--- config.mk ---
export PLATFORM = sky130hd
export DESIGN_NAME = utf8_to_glyph_code_mapper_flat
export DESIGN_NICKNAME = d
export VERILOG_FILES = /design/src/rtl/u2g_pkg.sv /design/src/rtl/u2g_byte_if.sv /design/src/rtl/u2g_glyph_if.sv /design/src/rtl/u2g_decode.sv /design/src/rtl/utf8_to_glyph_code_mapper.sv /design/src/flat_wrapper.sv
export VERILOG_INCLUDE_DIRS = /design/src /design/src/rtl
export SDC_FILE = /design/constraint.sdc
export NUM_CORES = 1
export LEC_CHECK = 0
export BUFFER_PORTS_ARGS = -buffer_cell sky130_fd_sc_hd__buf_2
export CAP_MARGIN = 40
export CORE_MARGIN = 2
export CORE_UTILIZATION = 33
export DETAILED_ROUTE_END_ITERATION = 8
export PLACE_DENSITY_LB_ADDON = 0.08
export SLEW_MARGIN = 40
export SYNTH_ARGS = -nofsm -noshare
export SYNTH_HDL_FRONTEND = slang
export SYNTH_HIERARCHICAL = 1
export SYNTH_SLANG_ARGS = --single-unit
--- constraint.sdc ---
create_clock -name clk -period 5.85 [get_ports clk]
set_input_delay 0.2925 -clock clk [delete_from_list [all_inputs] [get_ports clk]]
set_output_delay 0.2925 -clock clk [all_outputs]
set_load 0.02 [all_outputs]
--- src/rtl/utf8_to_glyph_code_mapper_macros.svh ---
// Assertion macros used by the glyph mapper top level.
`ifndef UTF8_TO_GLYPH_CODE_MAPPER_MACROS_SVH
`define UTF8_TO_GLYPH_CODE_MAPPER_MACROS_SVH

// Same-cycle implication, clocked on clk and held off during reset.
`define U2G_ASSERT_NOW(lbl, ante, cons, msg) \
	lbl: assert property (@(posedge clk) disable iff (!arst_n) (ante) |-> (cons)) \
		else $error(msg);

// Next-cycle implication, clocked on clk and held off during reset.
`define U2G_ASSERT_NEXT(lbl, ante, cons, msg) \
	lbl: assert property (@(posedge clk) disable iff (!arst_n) (ante) |=> (cons)) \
		else $error(msg);

`endif

--- src/rtl/u2g_pkg.sv ---
// Package: decoder state, result types and the shared checkerboard glyph constant.
`timescale 1ns / 1ps

package u2g_pkg;

	typedef enum logic [2:0] {
		MODE_IDLE  = 3'd0,
		MODE_WAIT  = 3'd1,
		MODE_SKIP  = 3'd2,
		MODE_STRAY = 3'd3
	} mode_t;

	localparam logic [7:0] CHECKER_CODE = 8'd127;

	typedef struct packed {
		mode_t      mode;
		logic [7:0] lead;
		logic [7:0] first;
		logic [7:0] second;
		logic [1:0] rem;
	} decode_state_t;

	// First code of a run and the run length; later codes are always checkerboard
	typedef struct packed {
		logic [7:0] code;
		logic [1:0] count;
	} decode_result_t;

	localparam decode_state_t STATE_RESET = '{
		mode:   MODE_IDLE,
		lead:   8'h00,
		first:  8'h00,
		second: 8'h00,
		rem:    2'd0
	};

endpackage

--- src/rtl/u2g_byte_if.sv ---
// Byte input channel: valid/ready handshake carrying one message byte.
`timescale 1ns / 1ps

interface u2g_byte_if;
	logic       valid;
	logic       ready;
	logic [7:0] byte_in;
	logic       msg_last;

	modport source (output valid, output byte_in, output msg_last, input ready);
	modport sink (input valid, input byte_in, input msg_last, output ready);
endinterface

--- src/rtl/u2g_glyph_if.sv ---
// Glyph output channel: valid/ready handshake carrying one display code.
`timescale 1ns / 1ps

interface u2g_glyph_if;
	logic       valid;
	logic       ready;
	logic [7:0] glyph_code;
	logic       run_last;

	modport source (output valid, output glyph_code, output run_last, input ready);
	modport sink (input valid, input glyph_code, input run_last, output ready);
endinterface

--- src/rtl/u2g_decode.sv ---
// Combinational byte decoder: next decoder state and the code run for one byte.
`timescale 1ns / 1ps

module u2g_decode (
	input  logic [7:0]              byte_in,
	input  logic                    msg_last,
	input  u2g_pkg::decode_state_t  state_cur,
	output u2g_pkg::decode_state_t  state_nxt,
	output u2g_pkg::decode_result_t result
);

	localparam logic [7:0] SPACE_CODE = 8'd32;
	localparam logic [7:0] LF_BYTE    = 8'h0A;
	localparam logic [7:0] LEAD_C2    = 8'hC2;
	localparam logic [7:0] LEAD_C3    = 8'hC3;
	localparam logic [7:0] LEAD_C4    = 8'hC4;
	localparam logic [7:0] LEAD_C5    = 8'hC5;
	localparam logic [7:0] LEAD_E2    = 8'hE2;
	localparam logic [7:0] LEAD_F0    = 8'hF0;
	localparam logic [7:0] C3_OFFSET  = 8'd64;

	// Bytes that follow a known lead byte
	function automatic logic [1:0] follow_count(input logic [7:0] lead);
		logic [1:0] n;
		n = 2'd1;
		if (lead == LEAD_E2) n = 2'd2;
		if (lead == LEAD_F0) n = 2'd3;
		return n;
	endfunction

	// Map a complete known sequence to its glyph code
	function automatic logic [7:0] resolve(input logic [7:0] lead, input logic [7:0] f1,
			input logic [7:0] f2, input logic [7:0] f3);
		logic [7:0] c;
		c = u2g_pkg::CHECKER_CODE;
		case (lead)
			LEAD_C3: begin
				c = f1 + C3_OFFSET;
			end
			LEAD_C2: begin
				case (f1)
					8'h86:   c = 8'd134;
					8'h87:   c = 8'd135;
					8'h89:   c = 8'd137;
					8'hA0:   c = 8'd129;
					8'hA7:   c = 8'd167;
					8'hB0:   c = 8'd176;
					8'hB1:   c = 8'd177;
					8'hB2:   c = 8'd178;
					8'hB3:   c = 8'd179;
					8'hB5:   c = 8'd181;
					8'hB9:   c = 8'd185;
					8'hBA:   c = 8'd186;
					default: c = u2g_pkg::CHECKER_CODE;
				endcase
			end
			LEAD_C4: begin
				case (f1)
					8'h8C:   c = 8'd142;
					8'h8D:   c = 8'd157;
					default: c = u2g_pkg::CHECKER_CODE;
				endcase
			end
			LEAD_C5: begin
				case (f1)
					8'hA0:   c = 8'd138;
					8'hA1:   c = 8'd154;
					8'hBD:   c = 8'd143;
					8'hBE:   c = 8'd158;
					default: c = u2g_pkg::CHECKER_CODE;
				endcase
			end
			LEAD_E2: begin
				if (f1 == 8'h82 && f2 == 8'hAC) begin
					c = 8'd128;
				end else if (f1 == 8'h80) begin
					case (f2)
						8'h93:   c = 8'd150;
						8'h94:   c = 8'd151;
						8'hA2:   c = 8'd183;
						8'hA6:   c = 8'd133;
						8'hB0:   c = 8'd137;
						default: c = u2g_pkg::CHECKER_CODE;
					endcase
				end
			end
			LEAD_F0: begin
				if (f1 == 8'h9F && f2 == 8'h90 && f3 == 8'hB1) c = 8'd129;
			end
			default: begin
				c = u2g_pkg::CHECKER_CODE;
			end
		endcase
		return c;
	endfunction

	u2g_pkg::mode_t st_mode;
	logic [7:0]     st_lead;
	logic [1:0]     st_rem;
	logic [7:0]     st_code;
	logic [1:0]     st_cnt;

	logic [1:0]     need;
	logic [1:0]     rem_eff;
	logic [1:0]     pos;
	logic [7:0]     f1;
	logic [7:0]     f2;

	// Decode a byte that opens a new sequence
	always_comb begin
		st_mode = u2g_pkg::MODE_IDLE;
		st_lead = state_cur.lead;
		st_rem  = state_cur.rem;
		st_code = u2g_pkg::CHECKER_CODE;
		st_cnt  = 2'd0;
		if (!byte_in[7]) begin
			st_cnt = 2'd1;
			if (byte_in == 8'h00 || byte_in == LF_BYTE) begin
				st_code = SPACE_CODE;
			end else if (byte_in < SPACE_CODE) begin
				st_code = u2g_pkg::CHECKER_CODE;
			end else begin
				st_code = byte_in;
			end
		end else if (byte_in[7:5] == 3'b110) begin
			st_rem = 2'd1;
			if (byte_in >= LEAD_C2 && byte_in <= LEAD_C5) begin
				st_mode = u2g_pkg::MODE_WAIT;
				st_lead = byte_in;
			end else begin
				st_mode = u2g_pkg::MODE_SKIP;
				st_cnt  = 2'd1;
			end
		end else if (byte_in[7:4] == 4'b1110) begin
			st_rem = 2'd2;
			if (byte_in == LEAD_E2) begin
				st_mode = u2g_pkg::MODE_WAIT;
				st_lead = byte_in;
			end else begin
				st_mode = u2g_pkg::MODE_SKIP;
				st_cnt  = 2'd2;
			end
		end else if (byte_in[7:3] == 5'b11110) begin
			st_rem = 2'd3;
			if (byte_in == LEAD_F0) begin
				st_mode = u2g_pkg::MODE_WAIT;
				st_lead = byte_in;
			end else begin
				st_mode = u2g_pkg::MODE_SKIP;
				st_cnt  = 2'd3;
			end
		end else begin
			st_mode = u2g_pkg::MODE_STRAY;
		end
	end

	// Position of this byte within a pending sequence
	always_comb begin
		need    = follow_count(state_cur.lead);
		rem_eff = (state_cur.rem == 2'd0 || state_cur.rem > need) ? 2'd1 : state_cur.rem;
		pos     = need - rem_eff;
		f1      = (pos == 2'd0) ? byte_in : state_cur.first;
		f2      = (pos == 2'd1) ? byte_in : state_cur.second;
	end

	// Advance the decoder and form the code run
	always_comb begin
		state_nxt    = state_cur;
		result.code  = u2g_pkg::CHECKER_CODE;
		result.count = 2'd0;
		case (state_cur.mode)
			u2g_pkg::MODE_WAIT: begin
				state_nxt.first  = f1;
				state_nxt.second = f2;
				if (rem_eff <= 2'd1) begin
					result.code    = resolve(state_cur.lead, f1, f2, byte_in);
					result.count   = 2'd1;
					state_nxt.mode = u2g_pkg::MODE_IDLE;
					state_nxt.rem  = 2'd0;
				end else begin
					state_nxt.rem = rem_eff - 2'd1;
				end
			end
			u2g_pkg::MODE_SKIP: begin
				if (state_cur.rem <= 2'd1) begin
					state_nxt.mode = u2g_pkg::MODE_IDLE;
					state_nxt.rem  = 2'd0;
				end else begin
					state_nxt.rem = state_cur.rem - 2'd1;
				end
			end
			u2g_pkg::MODE_STRAY: begin
				if (byte_in[7]) begin
					result.count = 2'd1;
				end else begin
					state_nxt.mode = st_mode;
					state_nxt.lead = st_lead;
					state_nxt.rem  = st_rem;
					result.code    = st_code;
					result.count   = st_cnt;
				end
			end
			default: begin
				state_nxt.mode = st_mode;
				state_nxt.lead = st_lead;
				state_nxt.rem  = st_rem;
				result.code    = st_code;
				result.count   = st_cnt;
			end
		endcase

		// Flush a truncated sequence at the end of the message and drop all state
		if (msg_last) begin
			if (state_nxt.mode == u2g_pkg::MODE_WAIT) begin
				result.code  = u2g_pkg::CHECKER_CODE;
				result.count = follow_count(state_nxt.lead);
			end
			state_nxt = u2g_pkg::STATE_RESET;
		end
	end

endmodule

--- src/rtl/utf8_to_glyph_code_mapper.sv ---
// Top level: message bytes in, display glyph codes out.
//
//  channel        modport  payload                 direction
//  byte_stream    sink     byte_in[7:0], msg_last  bytes in
//  glyph_stream   source   glyph_code[7:0], run_last  codes out
//
// A byte is registered on acceptance and decoded into the result register once it is free.
// One byte per cycle is taken while bytes yield at most one code and glyph_stream is ready.
// A k-code byte holds the result register till all are sent, one per cycle while ready.
// Bytes that yield no code pass the decoder without touching the result register.
// arst_n clears decoder state, both valid flags; send no byte in reset, it is not blocked.
// Backpressure on glyph_stream stalls the byte register, then byte_stream.ready.
`timescale 1ns / 1ps
`include "utf8_to_glyph_code_mapper_macros.svh"

module utf8_to_glyph_code_mapper (
	input  logic        clk,
	input  logic        arst_n,
	u2g_byte_if.sink    byte_stream,
	u2g_glyph_if.source glyph_stream
);

	logic [7:0]              byte_s1;
	logic                    last_s1;
	logic                    valid_s1;

	logic [7:0]              code_s2;
	logic [1:0]              cnt_s2;
	logic [1:0]              idx_s2;
	logic                    valid_s2;

	u2g_pkg::decode_state_t  state_q;
	u2g_pkg::decode_state_t  state_nxt;
	u2g_pkg::decode_result_t dec_res;

	logic                    run_end;
	logic                    s2_free;
	logic                    s1_adv;

	u2g_decode u_decode (
		.byte_in   (byte_s1),
		.msg_last  (last_s1),
		.state_cur (state_q),
		.state_nxt (state_nxt),
		.result    (dec_res)
	);

	// Handshake control between the two register stages
	always_comb begin
		run_end           = (idx_s2 == cnt_s2 - 2'd1);
		s2_free           = !valid_s2 || (glyph_stream.ready && run_end);
		s1_adv            = valid_s1 && (dec_res.count == 2'd0 || s2_free);
		byte_stream.ready = !valid_s1 || s1_adv;
	end

	// Hold the accepted byte until the decoder can hand on its result
	always_ff @(posedge clk or negedge arst_n) begin
		if (!arst_n) begin
			valid_s1 <= 1'b0;
		end else if (byte_stream.ready) begin
			valid_s1 <= byte_stream.valid;
		end
	end

	always_ff @(posedge clk) begin
		if (byte_stream.valid && byte_stream.ready) begin
			byte_s1 <= byte_stream.byte_in;
			last_s1 <= byte_stream.msg_last;
		end
	end

	// Advance the decoder state once per decoded byte
	always_ff @(posedge clk or negedge arst_n) begin
		if (!arst_n) begin
			state_q <= u2g_pkg::STATE_RESET;
		end else if (s1_adv) begin
			state_q <= state_nxt;
		end
	end

	// Load a new code run, or step through the current one
	always_ff @(posedge clk or negedge arst_n) begin
		if (!arst_n) begin
			valid_s2 <= 1'b0;
			idx_s2   <= 2'd0;
		end else if (s1_adv && dec_res.count != 2'd0) begin
			valid_s2 <= 1'b1;
			idx_s2   <= 2'd0;
		end else if (valid_s2 && glyph_stream.ready) begin
			if (run_end) begin
				valid_s2 <= 1'b0;
			end else begin
				idx_s2 <= idx_s2 + 2'd1;
			end
		end
	end

	always_ff @(posedge clk) begin
		if (s1_adv && dec_res.count != 2'd0) begin
			code_s2 <= dec_res.code;
			cnt_s2  <= dec_res.count;
		end
	end

	// Drive the output transaction
	always_comb begin
		glyph_stream.valid      = valid_s2;
		glyph_stream.glyph_code = (idx_s2 == 2'd0) ? code_s2 : u2g_pkg::CHECKER_CODE;
		glyph_stream.run_last   = run_end;
	end

	`U2G_ASSERT_NOW(a_run_nonempty, valid_s2, cnt_s2 != 2'd0, "empty code run in result register")
	`U2G_ASSERT_NOW(a_idx_in_run, valid_s2, idx_s2 < cnt_s2, "run index beyond run length")
	`U2G_ASSERT_NEXT(a_run_continues, valid_s2 && glyph_stream.ready && !run_end, valid_s2 && idx_s2 == $past(idx_s2) + 2'd1, "code run cut short")
	`U2G_ASSERT_NEXT(a_s1_holds, valid_s1 && !s1_adv, valid_s1 && $stable(byte_s1) && $stable(last_s1), "stalled byte lost or changed")
	`U2G_ASSERT_NOW(a_wait_pending, state_q.mode == u2g_pkg::MODE_WAIT, state_q.rem != 2'd0, "waiting for follow bytes with none outstanding")

endmodule

--- src/flat_wrapper.sv ---
// flat-port wrapper written by rule: the top's interface ports become plain ports
module utf8_to_glyph_code_mapper_flat 
  (clk, arst_n, byte_stream_valid, byte_stream_byte_in, byte_stream_msg_last, byte_stream_ready, glyph_stream_valid, glyph_stream_glyph_code, glyph_stream_run_last, glyph_stream_ready);
  u2g_byte_if byte_stream_i ();
  u2g_glyph_if glyph_stream_i ();
  input  logic clk;
  input  logic arst_n;
  input wire logic [$bits(byte_stream_i.valid)-1:0] byte_stream_valid;
  input wire logic [$bits(byte_stream_i.byte_in)-1:0] byte_stream_byte_in;
  input wire logic [$bits(byte_stream_i.msg_last)-1:0] byte_stream_msg_last;
  output wire logic [$bits(byte_stream_i.ready)-1:0] byte_stream_ready;
  output wire logic [$bits(glyph_stream_i.valid)-1:0] glyph_stream_valid;
  output wire logic [$bits(glyph_stream_i.glyph_code)-1:0] glyph_stream_glyph_code;
  output wire logic [$bits(glyph_stream_i.run_last)-1:0] glyph_stream_run_last;
  input wire logic [$bits(glyph_stream_i.ready)-1:0] glyph_stream_ready;
  assign byte_stream_i.valid = byte_stream_valid;
  assign byte_stream_i.byte_in = byte_stream_byte_in;
  assign byte_stream_i.msg_last = byte_stream_msg_last;
  assign byte_stream_ready = byte_stream_i.ready;
  assign glyph_stream_valid = glyph_stream_i.valid;
  assign glyph_stream_glyph_code = glyph_stream_i.glyph_code;
  assign glyph_stream_run_last = glyph_stream_i.run_last;
  assign glyph_stream_i.ready = glyph_stream_ready;
  utf8_to_glyph_code_mapper u_core (.clk(clk), .arst_n(arst_n), .byte_stream(byte_stream_i), .glyph_stream(glyph_stream_i));
endmodule
==> results of run 1 <==
how the worst min path moves through the flow:
| stage | startpoint | end | slack [ns] | depth (start not counted) |
|---|---|---|---|---|
| after floorplan | arst_n | u_core/glyph_stream.valid$_DFFE_PN0P_ | -0.003 | 0 |
| after global placement | arst_n | u_core/valid_s1$_DFFE_PN0P_ | 0.47 | 1 |
| after detailed placement | arst_n | u_core/state_q[12]$_DFFE_PN0N_ | 0.32 | 1 |
| after CTS | byte_stream_byte_in[4] | u_core/byte_s1[4]$_DFFE_PP_ | 0.15 | 1 |
| after global routing | byte_stream_byte_in[5] | u_core/byte_s1[5]$_DFFE_PP_ | 0.15 | 1 |
| final | byte_stream_byte_in[4] | u_core/byte_s1[4]$_DFFE_PP_ | 0.16 | 1 |
sequential cells by signal (all words and copies together), names as in the netlist:
| name | cells |
|---|---|
| u_core/valid_s1 | 1 |
| u_core/glyph_stream.valid | 1 |
| u_core/idx_s2 | 2 |
| u_core/byte_s1 | 8 |
| u_core/cnt_s2 | 2 |
| u_core/last_s1 | 1 |
| u_core/state_q | 29 |
| u_core/code_s2 | 8 |
layout make-up:
type / count / area [um2]
Inverter: 18 / 67.6
Tap cell: 184 / 230
Multi-Input combinational cell: 496 / 3260
Timing Repair Buffer: 43 / 274
Sequential cell: 52 / 1400
Fill cell: 1556 / 9160
Clock buffer: 6 / 129
Clock inverter: 2 / 16.3
what timing repair did:
| item | 4_1_cts | 5_1_grt |
|---|---|---|
| gates resized for setup | 0 | 1 |
| hold endpoints to repair | 22 | 0 |
| endpoints found under the setup margin | 0 | 4 |
| hold buffers | 1 | 0 |
kinds of logic after synthesis:
group	Yosys count	share of synthesized area
buffers and inverters	63	0.0544
adders and majority gates	6	0.0147
and+or+nand+nor	280	0.298
muxes	39	0.0984
other	1	0.000762
xor gates and xnor gates	10	0.0236
AOI/OAI and AO/OA	160	0.226
DFF	52	0.284
placed cells by master (no fill, tap or decap), types with 6 or more instances in the layout:
cell type,synthesis,final
xnor2_1,6,6
nand2_1,65,65
nand3_1,22,22
o22ai_1,6,6
buf_2,4,22
a21oi_1,46,46
buf_4,1,19
mux2_2,21,21
a31oi_1,9,9
a211oi_1,8,8
edfxtp_1,19,19
mux2i_1,6,6
nor4_1,13,13
or4_1,6,6
mux2_4,11,11
dfrtp_1,33,33
nand2b_1,29,29
inv_1,18,18
nand3b_1,13,13
and3_1,6,6
or3_1,7,7
o21ai_0,26,26
nor2_1,59,58
or2_2,9,9
nor3_1,19,19
nand4_1,7,7
stage by stage:
stage               std cells  hold WS (ns)
floorplan                 611      -0.00309
global placement          791         0.468
detailed placement        792         0.319
CTS                       801         0.151
global route              801         0.153
finish                    801         0.161
routing by layer:
| metal | part of all wire | vias to the layer above |
|---|---|---|
| li1 | - | 2283 |
| met1 | 0.46 | 2373 |
| met2 | 0.44 | 211 |
| met3 | 0.072 | 32 |
| met4 | 0.030 | 0 |
| met5 | 0 | - |
synth_stat cells (3+ instances only):
cell type,instances
clkbuf_1,35
buf_2,4
nand3b_1,13
mux2_4,11
o32ai_1,4
a41oi_1,3
o211ai_1,4
buf_6,3
mux2_2,21
nor3_1,19
o21bai_1,3
or3_1,7
a21o_1,3
or3b_2,4
nand4b_1,3
and3_1,6
inv_1,18
nand4_1,7
a31oi_1,9
or2_2,9
nor4_1,13
mux2i_1,6
o22ai_1,6
o21ai_0,26
nand3_1,22
nand2_1,65
nand2b_1,29
o221ai_1,4
or4_1,6
ha_1,5
a21oi_1,46
o31ai_1,5
nor2_1,59
and2_1,4
xnor2_1,6
nor2b_1,4
dfrtp_1,33
edfxtp_1,19
a211oi_1,8
a2111oi_0,4
report_power, final:
group | switching [mW] | internal [mW] | total [mW]
Sequential | 0.170 | 0.483 | 0.653
Clock | 0.146 | 0.160 | 0.306
Combinational | 0.784 | 0.494 | 1.28
Total | 1.10 | 1.14 | 2.24
critical path, stage by stage (launching register included):
cell	delay, ns
dfrtp_1	0.42
nand2b_1	0.20
or3_1	0.41
nor3b_1	0.28
inv_1	0.10
ha_1	0.30
a32oi_2	0.21
nand2b_1	0.14
ha_1	0.17
xor3_1	0.43
nand2_1	0.15
mux2i_1	0.26
ha_2	0.37
inv_1	0.14
nor2_1	0.29
o21ai_0	0.25
and4_1	0.26
o21ai_0	0.27
a21boi_0	0.29
o211a_1	0.21
o22ai_1	0.09
==> results.tsv, run 1 <==
metric	value	unit
drc_errors	0	
yosysUniqueCellTypes	81	
fin_nets	634	
period_needed	5.49	ns
grt.total_usage	0.215	
final.setup.worst_slack	0.356	ns
die_w	126	um
r2r_setup_slack	0.36	ns
relSlewSlack	0.500	
row_count	44	
yosys_warnings	6	
clkLatencyLatePin	0.30	ns
grt-busiest-layer	met2	
firstDrtPassIters	5	
numCtsBuffers	5	
final_area	5380	um2
clock_sinks	52	
worst_pin_slew	0.731	ns
initial_core_util	0.339	
maxSlewViolCount	0	
setup_viol	0	
timing.rr.start	u_core/state_q[20]$_DFFE_PN0N_	
grt_max_degree	34	
cts_root_buffer	clkbuf_16	
rsz0062_at_grt	no	
die_y	126	um
antenna_found_initial	0	
ir_worst_vdd	0.181	mV
placed_area	5220	um2
post_cts_buffers	0	
synth_edf_count	19	
post-route-util	0.370	
drive_above_1_share	0.172	
fmax	182	MHz
io_buffer_count	23	
synth.area.top_cells	dfrtp_1, edfxtp_1, nand2_1	
crit_fanout	12	
clk_path_buf_depth	2	
synth_top_area_cell	dfrtp_1	
pre_cts_slack	0.332	ns
hold_viol	0	
gp_congestion	0.967	
r2r-end	u_core/code_s2[6]$_DFFE_PP_	
crit_path_end	u_core/code_s2[6]$_DFFE_PP_	
cp.required	5.90	ns
synth-seq-area-share	0.284	
syn2layout_area_growth	9.23	%
wl	17.4	mm
pin_count	24	
crit_arrival	5.54	ns
crit_path_end_kind	flip-flop	
met1_usage	0.299	
via_per_inst	6.12	
clk_pin_slew_worst_paths	0.07	ns
path_class	flip-flop to flip-flop	
p_per_area	416	nW/um2
grt_pass1_vias	4648	
power.total	2.24	mW
synthArstFlopShare	0.635	
ys_ff_latch	52	
fin_skew	0.00732	ns
fin_setup_tns	0	ns
avgSynthCellArea	8.05	um2
syn_area	4920	um2
coreArea	14500	um2
die_area	15900	um2
drtAntennaViolNets	0	
antenna_cells	0	
synthCells	611	
cts_tree	built	
cap_violations	0	
reg2regPathDepth	20	
critPathLaunchType	flip-flop	
grt_overflow	0	
grt_pass1_wl	26.9	mm
startpoint	u_core/state_q[20]$_DFFE_PN0N_	
ctsHtreeMaxLevel	2	
finalCritPeriodShare	0.939	
dpl.hpwl	12.4	mm
hp-class	input port to flip-flop	
drt_iter0_drc	407	
synth-main-ff-cell	dfrtp_1	
use_met2	0.328	
synth_top_cell_area_share	0.168	
vias	4899	
power_leakage	1.95	nW
grt_use_met3	0.0497	
synth_nets	629	
outcome	complete, no violations	
wl_per_cell	21.7	um
No activity file was read; power rests on OpenSTA's default activity.
==> run 2, diff against run 1 <==
Settings changed: CORE_UTILIZATION 33 to 45.
==> results.tsv, run 2 (synthesized netlist as in run 1, its figures left out) <==
metric	value	unit
grt_overflow	0	
cp.required	5.92	ns
drtAntennaViolNets	0	
path_class	flip-flop to flip-flop	
grt.total_usage	0.281	
die_y	109	um
power.total	2.17	mW
startpoint	u_core/state_q[20]$_DFFE_PN0N_	
relSlewSlack	0.451	
io_buffer_count	23	
cap_violations	0	
fin_cells	755	
via_per_inst	6.54	
cts_tree	built	
drive_above_1_share	0.171	
pin_count	24	
final_cell_mix	nand2_1, nor2_1, a21oi_1	
clk_path_buf_depth	2	
worstHoldStart	byte_stream_byte_in[5]	
setup_viol	0	
antenna_found_initial	0	
numCtsBuffers	5	
grt_max_degree	34	
critPathLaunchType	flip-flop	
power_leakage	1.93	nW
period_needed	5.54	ns
fin_skew	0.0114	ns
drc_errors	0	
top_regs	u_core/state_q x29, u_core/byte_s1 x8, u_core/code_s2 x8	
grt_pass1_vias	4486	
dpl.hpwl	11.8	mm
regMostFlops	u_core/state_q	
wl_per_cell	21.5	um
pwr-share-seq	0.296	
clk_pin_slew_worst_paths	0.10	ns
clkPwrFrac	0.117	
hold-worst-slack	0.132	ns
die_area	11800	um2
wl	16.2	mm
vias	4935	
grt_pass1_wl	25.4	mm
ir_worst_vdd	0.272	mV
hold_viol	0	
combPwrFrac	0.586	
row_count	38	
crit_path_end_kind	flip-flop	
clkLatencyLatePin	0.33	ns
fillers	1080	
largest_reg_flops	29	
switching_power	1.07	mW
outcome	complete, no violations	
finalCritPeriodShare	0.947	
fin_nets	632	
p_sw_frac	0.493	
intPower	1.10	mW
maxSlewViolCount	0	
gp_congestion	1.06	
crit_fanout	12	
post-route-util	0.491	
cts_root_buffer	clkbuf_8	
hp-class	input port to flip-flop	
timing.rr.start	u_core/state_q[20]$_DFFE_PN0N_	
fin_setup_tns	0	ns
firstDrtPassIters	5	
worst_pin_slew	0.817	ns
coreArea	10700	um2
drt_iter0_drc	573	
die_w	109	um
p_per_area	411	nW/um2
initial_core_util	0.458	
dp.cells	746	
ctsHtreeMaxLevel	2	
ctsResizeCount	0	
clock_sinks	52	
antenna_cells	0	
rsz0062_at_grt	no	
crit_arrival	5.61	ns
layout_commonest_cell	nand2_1	
syn2layout_area_growth	7.30	%
fmax	181	MHz
run 2: cell type report:
class / instances / area (um2) / area share
multi-input cells: 496 / 3270 / 0.619
repair buffers: 41 / 259 / 0.0491
clock inverters: 3 / 42.5 / 0.00806
well taps: 140 / 175 / 0.0332
clock buffers: 5 / 68.8 / 0.0130
inverters: 18 / 67.6 / 0.0128
flip-flops and latches: 52 / 1400 / 0.264
run 2: worst max-delay path, cell delays in order, from the launching register on:
cell and delay, ns:
dfrtp_1 0.42, nand2b_1 0.19, or3_1 0.41, nor3b_1 0.28, inv_1 0.10, ha_1 0.30
a32oi_2 0.21, nand2b_1 0.13, ha_1 0.16, xor3_1 0.43, nand2_1 0.15, mux2i_1 0.26
ha_1 0.45, nand2b_1 0.20, a2111o_1 0.39, o41a_1 0.15, and4_1 0.21, o21ai_0 0.28
o2111a_1 0.27, o211ai_1 0.11, a2bb2oi_1 0.16
run 2: path summary, 6_finish.rpt:
kind / slack, ns / endpoint / cells past startpoint
setup / recovery: 0.31 / u_core/code_s2[0]$_DFFE_PP_ / 20
hold / removal: 0.13 / u_core/byte_s1[5]$_DFFE_PP_ / 1
setup reg to reg: 0.31 / u_core/code_s2[0]$_DFFE_PP_ / 20
hold reg to reg: 0.55 / u_core/state_q[25]$_DFFE_PN0N_ / 1
max in group asynchronous: 5.05 / u_core/state_q[1]$_DFFE_PN0N_ / 2
min in group asynchronous: 0.46 / u_core/state_q[12]$_DFFE_PN0N_ / 2
run 2: metal layers:
layer | vias to the layer above | wire length (um) | track usage
li1 | 2281 | - | -
met1 | 2382 | 7400 | 0.404
met2 | 242 | 7310 | 0.442
met3 | 30 | 1170 | 0.0446
met4 | 0 | 322 | 0.0641
met5 | - | 0 | 0
run 2: power by group through the flow:
stage	clock network, mW	logic (mW)	registers (mW)
floorplan	0	0.997	0.550
global placement	0	1.23	0.652
detailed placement	0	1.24	0.647
CTS	0.264	1.24	0.641
global route	0.279	1.38	0.661
finish	0.254	1.27	0.643
run 2: timing repair:
action / CTS / global route
hold endpoints to repair: 0 / 33
setup buffers: 0 / 0
hold buffers: 0 / 1
run 2: through the flow:
step / setup WS (ns) / area (um2)
final: 0.310 / 5280
after floorplan: 0.137 / 4920
after detailed placement: 0.449 / 5150
after CTS: 0.426 / 5260
after global placement: 0.467 / 5130
after global routing: 0.0339 / 5280
